--- config.mk ---
export PLATFORM = sky130hd
export DESIGN_NAME = lhc_ctrl
export DESIGN_NICKNAME = d
export VERILOG_FILES = /design/src/rtl/core/lhc_pkg.sv /design/src/rtl/core/lhc_ctrl.sv
export SDC_FILE = /design/constraint.sdc
export NUM_CORES = 1
export LEC_CHECK = 0
export BUFFER_PORTS_ARGS = -buffer_cell sky130_fd_sc_hd__buf_2
export CAP_MARGIN = 10
export CORE_AREA = 4 4 41 43
export DETAILED_ROUTE_END_ITERATION = 6
export DIE_AREA = 0 0 45 47
export GPL_TIMING_DRIVEN = 1
export PLACE_DENSITY = 0.33
export SYNTH_ARGS = -nofsm -noshare
export SYNTH_HDL_FRONTEND = slang
export SYNTH_SLANG_ARGS = --single-unit
--- constraint.sdc ---
create_clock -name clk -period 0.8 [get_ports clk]
set_input_delay 0.08 -clock clk [delete_from_list [all_inputs] [get_ports clk]]
set_output_delay 0.08 -clock clk [all_outputs]
set_load 0.05 [all_outputs]
--- src/rtl/core/lhc_pkg.sv ---
`timescale 1ns / 1ps
// ----------------------------------------------------------------------------
// lhc_pkg
// shared types and constants for the lz77 history copy unit
// ----------------------------------------------------------------------------
package lhc_pkg;

    localparam int WIN_AW      = 15;
    localparam int WINDOW_SIZE = 1 << WIN_AW;
    localparam int MAX_COPY    = 64;
    localparam int LEN_W       = 7;
    localparam int DIST_W      = 16;
    localparam int DIST_CMP_W  = WIN_AW + 2;

    localparam logic [7:0] FILL_BYTE = 8'h3F;

    localparam logic CMD_LITERAL = 1'b0;
    localparam logic CMD_COPY    = 1'b1;

    typedef struct packed {
        logic              cmd;
        logic [7:0]        literal;
        logic [LEN_W-1:0]  copy_length;
        logic [DIST_W-1:0] distance;
    } in_item_t;

    typedef struct packed {
        logic [7:0] out_byte;
        logic       last;
    } out_item_t;

    typedef enum logic {
        ST_IDLE,
        ST_COPY
    } state_t;

    // controller to datapath
    typedef struct packed {
        logic lit_accept;
        logic copy_start;
        logic emit;
        logic issue_next;
    } lhc_cmd_t;

    // datapath to controller
    typedef struct packed {
        logic out_free;
        logic len_zero;
        logic more;
    } lhc_status_t;

endpackage

--- src/rtl/core/lhc_ctrl.sv ---
`timescale 1ns / 1ps
// ----------------------------------------------------------------------------
// lhc_ctrl
// request sequencing: literal append, copy start and per byte emission
// ----------------------------------------------------------------------------
module lhc_ctrl (
    input  logic                clk,
    input  logic                rst_n,
    input  logic                in_valid,
    input  logic                in_cmd,
    output logic                in_ready,
    input  lhc_pkg::lhc_status_t status,
    output lhc_pkg::lhc_cmd_t    cmd
);

    import lhc_pkg::*;

    state_t state_reg;
    state_t state_next;

    always_ff @(posedge clk or negedge rst_n)
    begin
        if (!rst_n)
        begin
            state_reg <= ST_IDLE;
        end
        else
        begin
            state_reg <= state_next;
        end
    end

    always_comb
    begin
        state_next = state_reg;
        in_ready   = 1'b0;
        cmd        = '0;
        case (state_reg)
            ST_IDLE:
            begin
                in_ready = status.out_free;
                if (in_valid && status.out_free)
                begin
                    if (in_cmd == CMD_LITERAL)
                    begin
                        cmd.lit_accept = 1'b1;
                    end
                    else if (!status.len_zero)
                    begin
                        cmd.copy_start = 1'b1;
                        state_next     = ST_COPY;
                    end
                end
            end
            ST_COPY:
            begin
                if (status.out_free)
                begin
                    cmd.emit = 1'b1;
                    if (status.more)
                    begin
                        cmd.issue_next = 1'b1;
                    end
                    else
                    begin
                        state_next = ST_IDLE;
                    end
                end
            end
            default:
            begin
                state_next = ST_IDLE;
            end
        endcase
    end

endmodule

# Yosys cells after proc, flatten, opt, wreduce, memory -nomap -nowiden
# Cells that the tools add are included.
[totals] register_bits=1 input_bits=7 word_cells=15 output_inout_bits=5
[op_classes] n_reduce_logical=1 n_mux=12 n_bitwise=1
[ops] cell="$mux W2" count=4
[ops] cell="$mux W1" count=7
[ops] cell="$pmux W1 S2" count=1
[ops] cell="$logic_and A1 B1 Y1" count=1
[ops] cell="$not A1 Y1" count=1

# Depth between registers and ports, before layout
[logic_depth] depth_word=4 depth_mapped=2 depth_no_buf=2

# Least setup slack after synthesis
# OpenSTA, ideal clock, no wires.
[synth_path] path_type="reg-to-output" start="register state_reg" end="output cmd[3] in the netlist's numbering" n_path_buf=0 stages_incl_launch_ff=3 arrival_ns=1.202 t_required_ns=0.720 path_slack_ns=-0.482 path_cell_list="dfrtp_1 -> nand2b_4 -> nor3b_2"
[synth_lines] element="from (decl)" line_no="lhc_ctrl.sv:18" rtl="state_t state_reg;"
[synth_lines] element="from (signal assigned)" line_no="lhc_ctrl.sv:29" rtl="state_reg <= state_next;"
[synth_lines] element="to (decl)" line_no="lhc_ctrl.sv:13" rtl="output lhc_pkg::lhc_cmd_t cmd"

==> flow_summary.json <==
{
  "status": "finished, violations left",
  "violations": "setup timing",
  "slew_viol_final": 0,
  "crit_required_ps": 720,
  "port_buffers": 11,
  "netlist.area_leader.share_pct": 25.97,
  "irDropWorstVdd_mv": 0.2561,
  "largest_reg_flops": 1,
  "num_rows": 13,
  "clk-insertion-delay-late_ps": 0,
  "rsz0062_at_grt": "true",
  "synthDistinctLibCells": 10,
  "grt_pass1_wl_um": 627,
  "avgSynthCellArea_um2": 9.634,
  "timing.rr.start": "state_reg",
  "antenna_left": 0,
  "worst-setup-path-type": "flip-flop to primary output",
  "area_growth_pct": 172.7,
  "drt-total-wl_um": 355,
  "power_leakage_nw": 0.1236,
  "grt_pass1_vias": 152,
  "synth_top_cell_by_area": "dfrtp_1",
  "intPower_uw": 154.1,
  "placeableCoreArea_mm2": 0.001301,
  "synthCells": 10,
  "synth.yosys.seq_area_share_pct": 25.97,
  "worst_slack_ps": -161.5,
  "hold_violations": 0,
  "dieHeight_um": 47,
  "place_congestion": 0.7465,
  "crit_start": "state_reg",
  "final.min_clock_period_ps": 961.5,
  "ioPinCount": 12,
  "slew_headroom_pct": 90.40,
  "grt_max_degree": 5,
  "switching_share_pct": 38.93,
  "clock_skew_ps": 0,
  "ys_ff_latch": 1,
  "antenna_cells": 0,
  "cp_max_fo": 4,
  "cp.arrival_ps": 880,
  "wl_per_cell_um": 8.875,
  "most-common-layout-cells": "buf_2 (6), buf_6 (3), buf_8 (3), buf_4 (2)",
  "synthTopCellsByArea": "dfrtp_1 (26%), nand2b_4 (14%), nor3b_2 (13%)",
  "die-area_mm2": 0.002115,
  "p_comb_share_pct": 76.3,
  "place_ws_ps": -255.9,
  "maxCapViolCount": 0,
  "finalNetCount": 34,
  "postPlaceCellArea_um2": 186.4,
  "p_switching_uw": 98.21,
  "grt.total_usage_pct": 3.785,
  "hold-worst-slack_ps": 400.7,
  "via_count": 132,
  "finish.instance_area_um2": 262.8,
  "die-width_um": 45,
  "drt_iter0_markers": 0,
  "fin_crit_sh_pct": 120.2,
  "worst_pin_slew_ps": 143.9,
  "p_total_uw": 252.3,
  "path_clk_slew_ps": 0,
  "endpoint_kind": "primary output",
  "syn_nets": 17,
  "timing.fmax_mhz": 1040,
  "final_common_cell": "buf_2",
  "antenna_found_initial": 0,
  "drc_errors": 0,
  "initial_core_util_pct": 7.404,
  "nFillCells": 152,
  "vias_per_cell": 3.300,
  "yosysWarnings": 0,
  "hpwlAfterDp_um": 294.7,
  "setup-violations-final": 6,
  "dr.pass1.iters": 1,
  "hold_class": "input port to asynchronous set/reset pin",
  "syn_area_um2": 96.34,
  "grt-ovfl-total": 0,
  "power_density_mw_per_mm2": 960.1,
  "p_clk_share_pct": 0,
  "drive_gt1_share_pct": 80.00,
  "critPathLaunchType": "flip-flop",
  "tns_ps": -718.7,
  "seqPwrFrac_pct": 23.7
}
==> critical path, cell delays in order (launching register included) <==
cell and delay [ps]:
dfrtp_1 350, nand2b_4 170, nor3b_4 180, buf_6 180
==> path summary, 6_finish.rpt <==
check                            end  slack [ps]  depth (start not counted)
setup / recovery              cmd[3]        -160                          3
hold reg to reg            state_reg         600                          2
hold / removal             state_reg         400                          2
max in group asynchronous  state_reg         310                          2
setup reg to reg           state_reg         -40                          3
min in group clk           state_reg         410                          3
==> power by group through the flow <==
stage / clock [mW] / sequential (mW) / combinational [mW]
after global placement: 0 / 0.0594 / 0.132
after global routing: 0 / 0.0607 / 0.205
after CTS: 0 / 0.0596 / 0.192
after floorplan: 0 / 0.0606 / 0.0879
final: 0 / 0.0599 / 0.192
after detailed placement: 0 / 0.0596 / 0.134
==> metrics by stage <==
stage	utilization [%]	instances
6_report	20.19	40
5_1_grt	20.19	40
4_1_cts	20.19	40
3_5_place_dp	14.33	37
3_3_place_gp	14.33	37
2_1_floorplan	-	10
==> synthesized netlist by cell type <==
master / instances
o2bb2ai_1: 1
and2_2: 1
nor3b_2: 1
nor2_1: 1
dfrtp_1: 1
inv_1: 1
nand2b_1: 1
and3_2: 1
nand3b_1: 1
nand2b_4: 1
==> routing by layer <==
metal	share of wire, %	global-route usage, %	up-vias
met5	0	0	-
met4	0	0	0
met3	17	0.7663	0
met2	36	7.062	11
met1	46	4.751	55
li1	-	-	66
==> kinds of logic after synthesis <==
| family | after synthesis | share of synthesized area, % |
|---|---|---|
| AO/OA/AOI/OAI | 1 | 9.093 |
| flip-flops | 1 | 25.97 |
| AND/OR/NAND/NOR | 7 | 61.04 |
| buffers and inverters | 1 | 3.892 |
==> final cells by class <==
| type | count | area (µm²) | area share [%] |
|---|---|---|---|
| inverter | 1 | 3.754 | 1.429 |
| multi-input combinational | 8 | 81.33 | 30.95 |
| sequential | 1 | 25.02 | 9.524 |
| tap | 15 | 18.77 | 7.143 |
| timing repair buffer | 15 | 133.9 | 50.95 |
==> what timing repair did <==
item                       4_1_cts  5_1_grt
setup endpoints to repair        5        6
hold buffers                     1        0
gates resized for setup         17        1
hold endpoints to repair         1        0
setup buffers                    2        1
Power figures use the tool's default switching activity.
